`src/rtl/core/lse_pkg.sv`:
```
// Shared types, opcodes and helper functions of the LEGv8 subset execute step.
package lse_pkg;

  localparam int DATA_W     = 32;
  localparam int PC_W       = 10;
  localparam int PROG_DEPTH = 1024;
  localparam int LEN_W      = 11;
  localparam int REG_COUNT  = 32;
  localparam int REG_AW     = 5;
  localparam int FLAG_W     = 14;
  localparam int TGT_W      = 27;
  localparam int FIFO_DEPTH = 4;
  localparam int FIFO_AW    = 2;

  localparam logic [REG_AW-1:0] LINK_REG = 5'd30;
  localparam logic [REG_AW-1:0] ZERO_REG = 5'd31;

  localparam logic [10:0] OP11_ADD  = 11'h458;
  localparam logic [10:0] OP11_SUB  = 11'h658;
  localparam logic [10:0] OP11_SUBS = 11'h758;
  localparam logic [10:0] OP11_LSL  = 11'h69B;
  localparam logic [10:0] OP11_LSR  = 11'h69A;
  localparam logic [10:0] OP11_BR   = 11'h6B0;
  localparam logic [10:0] OP11_PRNL = 11'h7FC;
  localparam logic [10:0] OP11_PRNT = 11'h7FD;
  localparam logic [10:0] OP11_DUMP = 11'h7FE;
  localparam logic [10:0] OP11_HALT = 11'h7FF;
  localparam logic [9:0]  OP10_ADDI  = 10'h244;
  localparam logic [9:0]  OP10_SUBI  = 10'h344;
  localparam logic [9:0]  OP10_SUBIS = 10'h3C4;
  localparam logic [7:0]  OP8_CBZ   = 8'hB4;
  localparam logic [7:0]  OP8_CBNZ  = 8'hB5;
  localparam logic [7:0]  OP8_BCOND = 8'h54;
  localparam logic [5:0]  OP6_B     = 6'h05;
  localparam logic [5:0]  OP6_BL    = 6'h25;

  // Condition bit positions
  localparam int F_EQ = 0;
  localparam int F_NE = 1;
  localparam int F_HS = 2;
  localparam int F_LO = 3;
  localparam int F_MI = 4;
  localparam int F_PL = 5;
  localparam int F_HI = 8;
  localparam int F_LS = 9;
  localparam int F_GE = 10;
  localparam int F_LT = 11;
  localparam int F_GT = 12;
  localparam int F_LE = 13;

  typedef enum logic [4:0] {
    OP_ADD, OP_SUB, OP_SUBS, OP_LSL, OP_LSR, OP_BR, OP_PRNT, OP_PRNL, OP_DUMP,
    OP_HALT, OP_ADDI, OP_SUBI, OP_SUBIS, OP_CBZ, OP_CBNZ, OP_BCOND, OP_B, OP_BL,
    OP_BAD
  } op_t;

  typedef enum logic [1:0] {
    PK_NONE    = 2'd0,
    PK_REG     = 2'd1,
    PK_NEWLINE = 2'd2,
    PK_DUMP    = 2'd3
  } print_kind_t;

  typedef struct packed {
    logic [PC_W-1:0]   next_pc;
    logic              halted;
    print_kind_t       kind;
    logic [REG_AW-1:0] preg;
    logic [31:0]       pval;
  } result_t;

  // Widest opcode first, then narrower ones
  function automatic op_t decode_op(input logic [31:0] w);
    op_t op;
    op = OP_BAD;
    unique case (w[31:21])
      OP11_ADD:  op = OP_ADD;
      OP11_SUB:  op = OP_SUB;
      OP11_SUBS: op = OP_SUBS;
      OP11_LSL:  op = OP_LSL;
      OP11_LSR:  op = OP_LSR;
      OP11_BR:   op = OP_BR;
      OP11_PRNL: op = OP_PRNL;
      OP11_PRNT: op = OP_PRNT;
      OP11_DUMP: op = OP_DUMP;
      OP11_HALT: op = OP_HALT;
      default: begin
        unique case (w[31:22])
          OP10_ADDI:  op = OP_ADDI;
          OP10_SUBI:  op = OP_SUBI;
          OP10_SUBIS: op = OP_SUBIS;
          default: begin
            unique case (w[31:24])
              OP8_CBZ:   op = OP_CBZ;
              OP8_CBNZ:  op = OP_CBNZ;
              OP8_BCOND: op = OP_BCOND;
              default: begin
                unique case (w[31:26])
                  OP6_B:   op = OP_B;
                  OP6_BL:  op = OP_BL;
                  default: op = OP_BAD;
                endcase
              end
            endcase
          end
        endcase
      end
    endcase
    return op;
  endfunction

  // Clear every condition bit, then set from the signed result
  function automatic logic [FLAG_W-1:0] flags_from(input logic [DATA_W-1:0] r);
    logic [FLAG_W-1:0] f;
    logic              neg;
    logic              zero;
    neg  = r[DATA_W-1];
    zero = (r == '0);
    f = '0;
    f[F_EQ] = zero;
    f[F_NE] = !zero;
    f[F_HS] = !neg;
    f[F_PL] = !neg;
    f[F_GE] = !neg;
    f[F_LO] = neg;
    f[F_MI] = neg;
    f[F_LT] = neg;
    f[F_HI] = !neg && !zero;
    f[F_GT] = !neg && !zero;
    f[F_LS] = neg || zero;
    f[F_LE] = neg || zero;
    return f;
  endfunction

endpackage

```
`src/rtl/core/lse_ram.sv`:
```
// Generic RAM: one write port, two registered read ports, old data on collision.
module lse_ram #(
  parameter int WIDTH = 32,
  parameter int DEPTH = 32,
  localparam int AW   = (DEPTH > 1) ? $clog2(DEPTH) : 1
) (
  input  logic             clk,
  input  logic             we,
  input  logic [AW-1:0]    waddr,
  input  logic [WIDTH-1:0] wdata,
  input  logic [AW-1:0]    raddr_a,
  input  logic [AW-1:0]    raddr_b,
  output logic [WIDTH-1:0] rdata_a,
  output logic [WIDTH-1:0] rdata_b
);

  logic [WIDTH-1:0] mem [DEPTH];

  always_ff @(posedge clk) begin
    if (we) begin
      mem[waddr] <= wdata;
    end
    rdata_a <= mem[raddr_a];
    rdata_b <= mem[raddr_b];
  end

endmodule

```
`src/rtl/core/legv8_subset_execute_step.sv`:
```
// LEGv8 subset execute step: register-file RAM, execute stage and result queue.
// Throughput: one item per cycle while the result queue has room; the register-file read
// overlaps the previous item's execute, with write-back forwarding; a four-entry result
// queue absorbs stalls. An item passes the RAM read, then execute, then the result queue.
// Reset clears PC, condition bits, halt and the per-register written bits (so every
// register reads zero at once), and sets program_length to 1024; no clearing pass.
module legv8_subset_execute_step (
  input  logic                                clk,
  input  logic                                rst,
  input  logic                                instr_valid,
  output logic                                instr_ready,
  input  logic [31:0]                         instruction_word,
  output logic                                result_valid,
  input  logic                                result_ready,
  output logic [lse_pkg::PC_W-1:0]            next_pc,
  output logic                                halted,
  output logic [1:0]                          print_kind,
  output logic [lse_pkg::REG_AW-1:0]          print_reg,
  output logic signed [31:0]                  print_value,
  input  logic                                cfg_valid,
  output logic                                cfg_ready,
  input  logic [lse_pkg::LEN_W-1:0]           program_length
);

  localparam int DW = lse_pkg::DATA_W;
  localparam int AW = lse_pkg::REG_AW;
  localparam int CW = lse_pkg::FIFO_AW + 1;

  // Configuration
  logic [lse_pkg::LEN_W-1:0] prog_len;

  assign cfg_ready = 1'b1;

  always_ff @(posedge clk) begin
    if (rst) begin
      prog_len <= lse_pkg::LEN_W'(lse_pkg::PROG_DEPTH);
    end else if (cfg_valid && cfg_ready) begin
      prog_len <= program_length;
    end
  end

  // Input decode and register-file read
  logic          instr_acc;
  lse_pkg::op_t  in_op;
  logic [AW-1:0] in_addr_a;
  logic [AW-1:0] in_addr_b;

  assign instr_acc = instr_valid && instr_ready;
  assign in_op     = lse_pkg::decode_op(instruction_word);
  assign in_addr_b = instruction_word[20:16];

  always_comb begin
    case (in_op) inside
      lse_pkg::OP_CBZ, lse_pkg::OP_CBNZ, lse_pkg::OP_PRNT: in_addr_a = instruction_word[4:0];
      lse_pkg::OP_BR:                                      in_addr_a = lse_pkg::LINK_REG;
      default:                                             in_addr_a = instruction_word[9:5];
    endcase
  end

  logic          wr_en;
  logic [AW-1:0] wr_addr;
  logic [DW-1:0] wr_data;
  logic [DW-1:0] ram_a;
  logic [DW-1:0] ram_b;

  lse_ram #(
    .WIDTH(DW),
    .DEPTH(lse_pkg::REG_COUNT)
  ) u_regfile (
    .clk     (clk),
    .we      (wr_en),
    .waddr   (wr_addr),
    .wdata   (wr_data),
    .raddr_a (in_addr_a),
    .raddr_b (in_addr_b),
    .rdata_a (ram_a),
    .rdata_b (ram_b)
  );

  // Written bits stand in for the reset value of the register file
  logic [lse_pkg::REG_COUNT-1:0] reg_written;
  logic                          written_a;
  logic                          written_b;
  logic                          fwd_we;
  logic [AW-1:0]                 fwd_addr;
  logic [DW-1:0]                 fwd_data;

  always_ff @(posedge clk) begin
    if (rst) begin
      reg_written <= '0;
      fwd_we      <= 1'b0;
    end else begin
      if (wr_en) begin
        reg_written[wr_addr] <= 1'b1;
      end
      fwd_we <= wr_en;
    end
    written_a <= reg_written[in_addr_a];
    written_b <= reg_written[in_addr_b];
    fwd_addr  <= wr_addr;
    fwd_data  <= wr_data;
  end

  // Execute stage
  logic                exec_valid;
  logic [31:0]         ex_word;
  lse_pkg::op_t        ex_op;
  logic [AW-1:0]       ex_addr_a;
  logic [AW-1:0]       ex_addr_b;

  always_ff @(posedge clk) begin
    if (rst) begin
      exec_valid <= 1'b0;
    end else begin
      exec_valid <= instr_acc;
    end
    if (instr_acc) begin
      ex_word   <= instruction_word;
      ex_op     <= in_op;
      ex_addr_a <= in_addr_a;
      ex_addr_b <= in_addr_b;
    end
  end

  logic [DW-1:0] opnd_a;
  logic [DW-1:0] opnd_b;

  // Take the write-back that landed with this item's read
  always_comb begin
    if (ex_addr_a == lse_pkg::ZERO_REG) begin
      opnd_a = '0;
    end else if (fwd_we && fwd_addr == ex_addr_a) begin
      opnd_a = fwd_data;
    end else begin
      opnd_a = written_a ? ram_a : '0;
    end
    if (ex_addr_b == lse_pkg::ZERO_REG) begin
      opnd_b = '0;
    end else if (fwd_we && fwd_addr == ex_addr_b) begin
      opnd_b = fwd_data;
    end else begin
      opnd_b = written_b ? ram_b : '0;
    end
  end

  logic [lse_pkg::PC_W-1:0]   pc;
  logic [lse_pkg::PC_W-1:0]   pc_next;
  logic [lse_pkg::FLAG_W-1:0] cond_flags;
  logic [lse_pkg::FLAG_W-1:0] cond_flags_next;
  logic                       halt_flag;
  logic                       halt_flag_next;

  logic [lse_pkg::LEN_W-1:0]  len_eff;
  logic                       out_of_prog;
  logic [AW-1:0]              ex_rd;
  logic [5:0]                 shamt;
  logic [DW-1:0]              imm;
  logic [lse_pkg::TGT_W-1:0]  pc_ext;
  logic [lse_pkg::TGT_W-1:0]  off26;
  logic [lse_pkg::TGT_W-1:0]  off19;
  logic [lse_pkg::TGT_W-1:0]  target;
  logic [15:0]                flags_wide;
  logic                       stop;
  logic                       direct;
  logic                       wr_req;
  logic [DW-1:0]              diff;
  lse_pkg::result_t           res_in;

  assign len_eff = (prog_len > lse_pkg::LEN_W'(lse_pkg::PROG_DEPTH))
                   ? lse_pkg::LEN_W'(lse_pkg::PROG_DEPTH) : prog_len;
  assign out_of_prog = {1'b0, pc} >= len_eff;
  assign ex_rd       = ex_word[4:0];
  assign shamt       = ex_word[15:10];
  assign imm         = DW'(ex_word[21:10]);
  assign pc_ext      = lse_pkg::TGT_W'(pc);
  assign off26       = {ex_word[25], ex_word[25:0]};
  assign off19       = {{(lse_pkg::TGT_W - 19){ex_word[23]}}, ex_word[23:5]};
  assign flags_wide  = 16'(cond_flags);

  always_comb begin
    stop            = 1'b0;
    direct          = 1'b0;
    wr_req          = 1'b0;
    wr_addr         = ex_rd;
    wr_data         = '0;
    diff            = '0;
    cond_flags_next = cond_flags;
    target          = pc_ext + lse_pkg::TGT_W'(1);
    res_in.kind     = lse_pkg::PK_NONE;
    res_in.preg     = '0;
    res_in.pval     = '0;
    if (exec_valid && !halt_flag && !out_of_prog) begin
      unique case (ex_op)
        lse_pkg::OP_ADD: begin
          wr_req  = 1'b1;
          wr_data = opnd_a + opnd_b;
        end
        lse_pkg::OP_SUB: begin
          wr_req  = 1'b1;
          wr_data = opnd_a - opnd_b;
        end
        lse_pkg::OP_SUBS: begin
          diff            = opnd_a - opnd_b;
          wr_req          = 1'b1;
          wr_data         = diff;
          cond_flags_next = lse_pkg::flags_from(diff);
        end
        lse_pkg::OP_LSL: begin
          wr_req  = 1'b1;
          wr_data = (shamt >= 6'(DW)) ? '0 : opnd_a << shamt[4:0];
        end
        lse_pkg::OP_LSR: begin
          wr_req  = 1'b1;
          wr_data = (shamt >= 6'(DW)) ? '0 : opnd_a >> shamt[4:0];
        end
        lse_pkg::OP_BR: direct = 1'b1;
        lse_pkg::OP_PRNT: begin
          res_in.kind = lse_pkg::PK_REG;
          res_in.preg = ex_rd;
          res_in.pval = opnd_a[31:0];
        end
        lse_pkg::OP_PRNL: res_in.kind = lse_pkg::PK_NEWLINE;
        lse_pkg::OP_DUMP: res_in.kind = lse_pkg::PK_DUMP;
        lse_pkg::OP_HALT: begin
          res_in.kind = lse_pkg::PK_DUMP;
          stop        = 1'b1;
        end
        lse_pkg::OP_ADDI: begin
          wr_req  = 1'b1;
          wr_data = opnd_a + imm;
        end
        lse_pkg::OP_SUBI: begin
          wr_req  = 1'b1;
          wr_data = opnd_a - imm;
        end
        lse_pkg::OP_SUBIS: begin
          diff            = opnd_a - imm;
          wr_req          = 1'b1;
          wr_data         = diff;
          cond_flags_next = lse_pkg::flags_from(diff);
        end
        lse_pkg::OP_CBZ: begin
          if (opnd_a == '0) begin
            target = pc_ext + off19;
          end
        end
        lse_pkg::OP_CBNZ: begin
          if (opnd_a != '0) begin
            target = pc_ext + off19;
          end
        end
        lse_pkg::OP_BCOND: begin
          // Codes fourteen and up are never taken
          if (!ex_rd[4] && ex_rd[3:0] < 4'(lse_pkg::FLAG_W) && flags_wide[ex_rd[3:0]]) begin
            target = pc_ext + off19;
          end
        end
        lse_pkg::OP_B: target = pc_ext + off26;
        lse_pkg::OP_BL: begin
          wr_req  = 1'b1;
          wr_addr = lse_pkg::LINK_REG;
          wr_data = DW'(pc) + DW'(1);
          target  = pc_ext + off26;
        end
        default: stop = 1'b1;
      endcase
    end
    wr_en = wr_req && (wr_addr != lse_pkg::ZERO_REG);
    pc_next        = pc;
    halt_flag_next = halt_flag;
    if (exec_valid && !halt_flag) begin
      if (out_of_prog || stop) begin
        halt_flag_next = 1'b1;
      end else if (direct) begin
        if (opnd_a < DW'(len_eff)) begin
          pc_next = opnd_a[lse_pkg::PC_W-1:0];
        end else begin
          halt_flag_next = 1'b1;
        end
      end else if (!target[lse_pkg::TGT_W-1] && target < lse_pkg::TGT_W'(len_eff)) begin
        pc_next = target[lse_pkg::PC_W-1:0];
      end else begin
        halt_flag_next = 1'b1;
      end
    end
    res_in.next_pc = pc_next;
    res_in.halted  = halt_flag_next;
  end

  always_ff @(posedge clk) begin
    if (rst) begin
      pc         <= '0;
      cond_flags <= '0;
      halt_flag  <= 1'b0;
    end else begin
      pc         <= pc_next;
      cond_flags <= cond_flags_next;
      halt_flag  <= halt_flag_next;
    end
  end

  // Result queue
  lse_pkg::result_t           res_mem [lse_pkg::FIFO_DEPTH];
  logic [lse_pkg::FIFO_AW-1:0] res_wr_ptr;
  logic [lse_pkg::FIFO_AW-1:0] res_rd_ptr;
  logic [CW-1:0]               res_count;
  logic                        res_pop;
  lse_pkg::result_t            res_out;

  assign res_pop      = result_valid && result_ready;
  assign result_valid = res_count != '0;
  // Leave room for the item already in execute
  assign instr_ready  = (res_count + CW'(exec_valid)) < CW'(lse_pkg::FIFO_DEPTH);

  always_ff @(posedge clk) begin
    if (rst) begin
      res_wr_ptr <= '0;
      res_rd_ptr <= '0;
      res_count  <= '0;
    end else begin
      if (exec_valid) begin
        res_wr_ptr <= res_wr_ptr + lse_pkg::FIFO_AW'(1);
      end
      if (res_pop) begin
        res_rd_ptr <= res_rd_ptr + lse_pkg::FIFO_AW'(1);
      end
      res_count <= res_count + CW'(exec_valid) - CW'(res_pop);
    end
    if (exec_valid) begin
      res_mem[res_wr_ptr] <= res_in;
    end
  end

  assign res_out     = res_mem[res_rd_ptr];
  assign next_pc     = res_out.next_pc;
  assign halted      = res_out.halted;
  assign print_kind  = 2'(res_out.kind);
  assign print_reg   = res_out.preg;
  assign print_value = res_out.pval;

`ifndef SYNTH
  assert property (@(posedge clk) disable iff (rst) halt_flag |=> halt_flag)
    else $error("halt flag dropped without reset");
  assert property (@(posedge clk) disable iff (rst) halt_flag |=> $stable(pc))
    else $error("program counter moved while halted");
  assert property (@(posedge clk) disable iff (rst)
    res_count <= CW'(lse_pkg::FIFO_DEPTH))
    else $error("result queue overflow");
  assert property (@(posedge clk) disable iff (rst) exec_valid |-> $past(instr_acc))
    else $error("execute stage holds an item that was never accepted");
  assert property (@(posedge clk) disable iff (rst)
    wr_en |-> (exec_valid && wr_addr != lse_pkg::ZERO_REG))
    else $error("register write outside execute or to the zero register");
`endif

endmodule

```
`config.mk`:
```
export PLATFORM = sky130hd
export DESIGN_NAME = legv8_subset_execute_step
export DESIGN_NICKNAME = d
export VERILOG_FILES = /design/src/rtl/core/lse_pkg.sv /design/src/rtl/core/lse_ram.sv /design/src/rtl/core/legv8_subset_execute_step.sv
export SDC_FILE = /design/constraint.sdc
export NUM_CORES = 2
export LEC_CHECK = 0
export ABC_AREA = 1
export ABC_CLOCK_PERIOD_IN_PS = 5320
export BUFFER_PORTS_ARGS = -buffer_cell sky130_fd_sc_hd__buf_2
export CAP_MARGIN = 20
export CORE_ASPECT_RATIO = 2
export CORE_MARGIN = 10
export CORE_UTILIZATION = 52
export CTS_CLUSTER_DIAMETER = 60
export CTS_CLUSTER_SIZE = 40
export DETAILED_ROUTE_END_ITERATION = 6
export PLACE_DENSITY_LB_ADDON = 0.3
export SETUP_SLACK_MARGIN = 0.02
export SYNTH_ARGS = -nofsm -noshare
export SYNTH_HDL_FRONTEND = slang
export SYNTH_SLANG_ARGS = --single-unit
```
`constraint.sdc`:
```
create_clock -name clk -period 5.32 [get_ports clk]
set_input_delay 0.532 -clock clk [delete_from_list [all_inputs] [get_ports clk]]
set_output_delay 0.532 -clock clk [all_outputs]
set_load 0.01 [all_outputs]
```
-- Word level (Yosys, flattened, before mapping)
Memories as Yosys holds them, arrays and structs flattened. A register that Yosys moved wholly into a read port is not among the register bits.
Cells that the tools add are included.
- shift-type cells: 2
- reductions and logical operators: 39
- muxes and demuxes: 58
- add/subtract/negate cells: 12
- bitwise logic cells: 1
- equal/unequal tests: 44
- order comparisons: 12
- operators with widths (kind ; count):
    $mux W32 ; 9
    $pmux W32 S7 ; 1
    $eq A11 B11 Y1 const B ; 10
    $mux W27 ; 4
    $pmux W27 S4 ; 1
    $logic_not A32 Y1 ; 3
    $eq A5 B4 Y1 const B ; 10
    $mux W10 ; 5
    $pmux W5 S10 ; 1
    $mux W39 ; 1
    $mux W37 ; 1
    $add A32 B12 Y32 ; 1
    $add A32 B32 Y32 ; 1
    $lt A32 B11 Y1 ; 1
    $or A32 B32 Y32 ; 1
    $reduce_bool A32 Y1 ; 1
    $shl A32 B5 Y32 ; 1
    $shr A32 B5 Y32 ; 1
    $sub A32 B12 Y32 ; 1
    $sub A32 B32 Y32 ; 1
    $eq A10 B10 Y1 const B ; 3
    $eq A5 B3 Y1 const B ; 6
    $pmux W5 S3 ; 2
    $pmux W14 S2 ; 1
    other kinds (44) ; 101
- memories: 2
- register bits: 157
- memory bits (writable): 1224
- bits of input ports: 48
- memories (name ; words ; width ; rd ports ; clocked after memory_dff ; wr ports ; RTL line ; RTL):
    u_regfile.mem ; 32 ; 32 ; 2 ; 2 ; 1 ; lse_ram.sv:17 ; logic [WIDTH-1:0] mem [DEPTH];
    res_mem ; 4 ; 50 ; 1 ; 1 ; 1 ; legv8_subset_execute_step.sv:303 ; lse_pkg::result_t res_mem [lse_pkg::FIFO_DEPTH];

-- Depth between registers and ports, before layout
- depth after elaboration: 14
- mapped depth: 34

-- Cells and area by module
From an unflattened synthesis, not the netlist that was laid out.
- cell total of the unflattened synthesis: 9764
- area total of the unflattened synthesis: 80275.7 µm²
- modules (own cells, without submodules) (module ; cells each ; area each (µm²) ; seq. area each (µm²) ; times used):
    lse_ram ; 5999 ; 53628.9 ; 32030.7 ; 1
    legv8_subset_execute_step ; 3765 ; 26646.8 ; 9288.9 ; 1

-- Worst setup path after synthesis
Ideal clock, no wire load.
- path type: reg2reg
- start: register ex_word[19]
- end: memory u_regfile.mem[0][31], data pin
- data required time: 4.917 ns
- setup slack: 0.225 ns
- library setup time: 0.403 ns
- clock period less this slack: 5.095 ns
- buffers on the path: 2
- arrival time: 4.692 ns
- stages on the path, launching flop included: 23
- path through: edfxtp_1 > clkbuf_1 > inv_1 > nand2_1 > a221oi_1 > nand3_1 > clkbuf_1 > o211ai_1 > o21ai_0 > ha_1 > a21o_1 > a31oi_1 > nor2_1 > o21ai_0 > nand2_1 > nand3_1 > nand3_1 > a21oi_1 > o21ai_0 > a21oi_1 > or2_2 > nand3_1 > a31oi_1
- cells in the longest elaborated chain, start to end: 3
- elaborated cells on any way between the ends: 4
- classes of those cells: 2 x add/sub; 2 x mux
- ends and longest elaborated chain (item ; RTL line ; RTL):
    start, declared ; legv8_subset_execute_step.sv:106 ; logic [31:0] ex_word;
    start signal, assigned ; legv8_subset_execute_step.sv:118 ; ex_word <= instruction_word;
    $sub A32 B12 Y32 / $add A32 B12 Y32 (equally long branches) ; legv8_subset_execute_step.sv:234, legv8_subset_execute_step.sv:237, legv8_subset_execute_step.sv:230 ;
    $pmux W32 S7 (*) ; legv8_subset_execute_step.sv:193 ; unique case (ex_op)
    $mux W32 (*) ; legv8_subset_execute_step.sv:192 ; if (exec_valid && !halt_flag && !out_of_prog) begin
    named net u_regfile.wdata[31] ; lse_ram.sv:10 ; input logic [WIDTH-1:0] wdata,
    end, declared ; lse_ram.sv:17 ;
The timed path passes the listed nets; every way through them passes the cells marked *.

-- Final worst setup path
- start: register ex_addr_a[2]
- end: memory u_regfile.mem[23][29], data pin
- cells in the longest elaborated chain, start to end: 8
- elaborated cells on any way between the ends: 15
- classes of those cells: 4 x add/sub; 2 x eq/ne; 2 x shift; 6 x mux; 1 x reduce/logical
- ends and longest elaborated chain (item ; RTL line ; RTL):
    start, declared ; legv8_subset_execute_step.sv:108 ; logic [AW-1:0] ex_addr_a;
    start signal, assigned ; legv8_subset_execute_step.sv:120 ; ex_addr_a <= in_addr_a;
    $eq A5 B5 Y1 ; legv8_subset_execute_step.sv:132 ; end else if (fwd_we && fwd_addr == ex_addr_a) begin
    $logic_and A1 B1 Y1 ; legv8_subset_execute_step.sv:132 ;
    $mux W32 ; legv8_subset_execute_step.sv:132 ;
    $mux W32 (*) ; legv8_subset_execute_step.sv:130 ; if (ex_addr_a == lse_pkg::ZERO_REG) begin
    parallel branches: the longest is 2 deep, another holds $sub A32 B12 Y32 ; -- ;
    $pmux W32 S7 (*) ; legv8_subset_execute_step.sv:193 ;
    $mux W32 (*) ; legv8_subset_execute_step.sv:192 ;
    named net u_regfile.wdata[29] ; lse_ram.sv:10 ;
Mark *: on every way through the listed nets, which the timed path passes.

==> results.cfg <==
[run_status]
outcome = complete, but fails checks
failed_checks = design-rule violations

[synthesis]
ys_async_sr_fraction_pct = 0
synth_edf_count = 1260
yosys_warnings = 0
yosysMostFrequentCell = nor2_1
syn_area_per_cell_um2 = 9.07
ys_top_cells_by_area = edfxtp_1, o21ai_0, nor2_1
synth_top_cells_by_count = nor2_1, edfxtp_1, o21ai_0
yosys.cell_types.count = 66
yosysSeqAreaShare_pct = 53.7
synth_seq_cells = 1434
synth_top_area_share_pct = 49.2
ys.flop_type = edfxtp_1
netlist_area_mm2 = 0.0769
syn_inst = 8479
yosysTopAreaCell = edfxtp_1

[timing]
period_share_pct = 94.8
tns_ns = 0
slew-limit-headroom_pct = 24.7
clock_skew_ns = 0.0832
rsz0062_at_grt = yes
fmax_mhz = 198
hold_viol = 0
drv_slew = 0
fin_ws_ns = 0.276
holdWs_ns = 0.0326
min_period_ns = 5.04
setup_viol_count_final = 0
worstMarginPinSlew_ns = 1.13

[detailed_routing]
antenna_left = 0
drt-vias-per-instance = 6.72
wl_um = 315000
drtIter0Drc = 9436
drtPass1Iterations = 7
drc = 3
num_vias = 70800
wire_per_inst_um = 30.0

[cts]
htreeDepth = 2
root_buffer = clkbuf_16
cts_buffers = 61
clkLatencyLatePin_ns = 0.81
path_clk_slew_ns = 0.12
cts.sinks = 1434
clockBufferDepth = 3
tritoncts = built

[floorplan]
die_h_um = 564
fp.dieW_um = 292
fp-row-count = 199
num_io_pins = 101
core_mm2 = 0.147
start_util_pct = 52.3
die_area_mm2 = 0.165

[placed_design]
portBuffers = 99
dp_slack_ns = 0.118
hpwl_um = 209000
gp_congestion = 1.04
place_inst = 10400

[power]
irDropWorstVdd_uv = 364
pwr_density_cell_mw_per_mm2 = 306
leakage_nw = 29.6

[worst_setup_path]
worstPathArrival_ns = 5.58
cp-end-kind = flop
cp.required_ns = 5.86
slowest_delay_ns = 0.45
worst-path-max-fanout = 33
cp_slowest_cell = edfxtp_1
crit_top_cell = nand2_1
cp-start-kind = flop
criticalPathCategory = reg2reg

[run]
cap_violations = 0

[grt]
gr-usage-met1_pct = 38.2
grt_pass1_vias = 69700
gr-total-overflow = 0
antenna_found_initial = 17
top_usage_layer = met2
grt_usage_pct = 37.2
grt_pass1_wl_um = 455000
grt_max_degree = 130
met3_usage_pct = 6.31
use_met2_pct = 64.5

[final_layout]
register_area_mm2 = 0.0413
multi_input_area_mm2 = 0.0318
drive_gt1_share_pct = 9.79
fillers = 12600
nets = 8743
instances_no_fill = 10500
syn2layout_area_growth_pct = 11.0

[hold_path]
worstHoldPathType = in2reg
-- timing repair --
item	4_1_cts	5_1_grt
buffers inserted	0	1
gates resized for setup	0	16
hold buffers	22	0
endpoints found under the hold margin	22	0
endpoints found under the setup margin	0	189
-- state kept, by name (all words and copies together) (netlist names), 2 cells and up, named ones only --
name / count
cond_flags: 6
ex_addr_a: 5
ex_op: 5
ex_word: 26
fwd_addr: 5
fwd_data: 32
pc: 10
prog_len: 11
reg_written: 32
res_count: 3
res_mem: 200
res_rd_ptr: 2
res_wr_ptr: 2
u_regfile.mem: 1024
u_regfile.rdata_a: 32
u_regfile.rdata_b: 32
-- power breakdown --
group,internal [mW],switching [mW],total [mW]
sequential,12.4,0.232,12.6
combinational,2.10,4.65,6.75
clock,2.52,4.21,6.73
-- worst paths after layout --
path | from | cells past startpoint | slack, ns | end
min | program_length[7] | 3 | 0.03 | prog_len[7]$_SDFFE_PP0P_
min reg2reg | reg_written[31]$_SDFFE_PP0P_ | 2 | 0.47 | reg_written[31]$_SDFFE_PP0P_
max | ex_addr_a[2]$_DFFE_PP_ | 29 | 0.28 | u_regfile.mem[23][29]$_DFFE_PP_
max reg2reg | ex_addr_a[2]$_DFFE_PP_ | 29 | 0.28 | u_regfile.mem[23][29]$_DFFE_PP_
-- cells in the final DEF, fill, tap and decap left out, types with 28 or more instances in the layout --
cell / count
a21oi_1: 243
buf_4: 369
inv_1: 520
nand3b_1: 30
o221ai_1: 220
o211ai_1: 462
conb_1: 33
nor3_1: 65
nand4_1: 32
a31oi_1: 96
o32ai_1: 42
clkbuf_16: 61
buf_12: 85
edfxtp_1: 1260
nand3_2: 28
o21ai_0: 1162
nand3_1: 296
xor2_1: 70
nor2_1: 1435
dfxtp_1: 171
or2_2: 28
a32oi_1: 29
buf_2: 96
nand2_1: 1119
ha_1: 134
nor2_4: 37
o22ai_1: 98
-- critical path, delay by kind of cell (launching register included) --
| family | cells | cell delay, ns |
|---|---|---|
| and+or+nand+nor | 13 | 1.73 |
| buffers and inverters | 9 | 1.18 |
| AOI/OAI and AO/OA | 5 | 0.87 |
| DFF | 1 | 0.45 |
| xor gates and xnor gates | 1 | 0.29 |
| adders and majority gates | 1 | 0.25 |
-- logic make-up after synthesis --
kind of cell / synth area share (%)
xor gates and xnor gates: 1.07
adders and majority gates: 2.31
other: 0.00977
buffers and inverters: 5.68
and+or+nand+nor: 16.6
muxes: 0.156
DFF: 53.7
AOI/OAI and AO/OA: 20.4
-- through the flow --
stage | power [mW] | util [%] | cell area [um^2]
floorplan | 16.5 | - | 77000
global placement | 19.3 | 56.2 | 82500
detailed placement | 19.4 | 56.2 | 82500
CTS | 25.9 | 58.0 | 85300
global route | 27.0 | 58.1 | 85400
finish | 26.1 | 58.1 | 85400
-- metal layers --
layer	share of wire (%)	wire (um)	vias to the layer above
met5	0.026	81	-
met4	11	34600	12
met3	9.3	29400	1548
met2	49	154000	4900
met1	31	97200	33800
li1	-	-	30600
-- final cells by class --
type	instances	share of cell area (%)
sequential	1434	48.4
multi-input combinational	5932	37.2
timing repair buffer	578	6.14
tap	1909	2.80
inverter	548	2.46
clock buffer	65	1.81
clock inverter	51	1.16
antenna	6	0.0176
timing repair inverter	1	0.00586
Power figures use the tool's default switching activity.
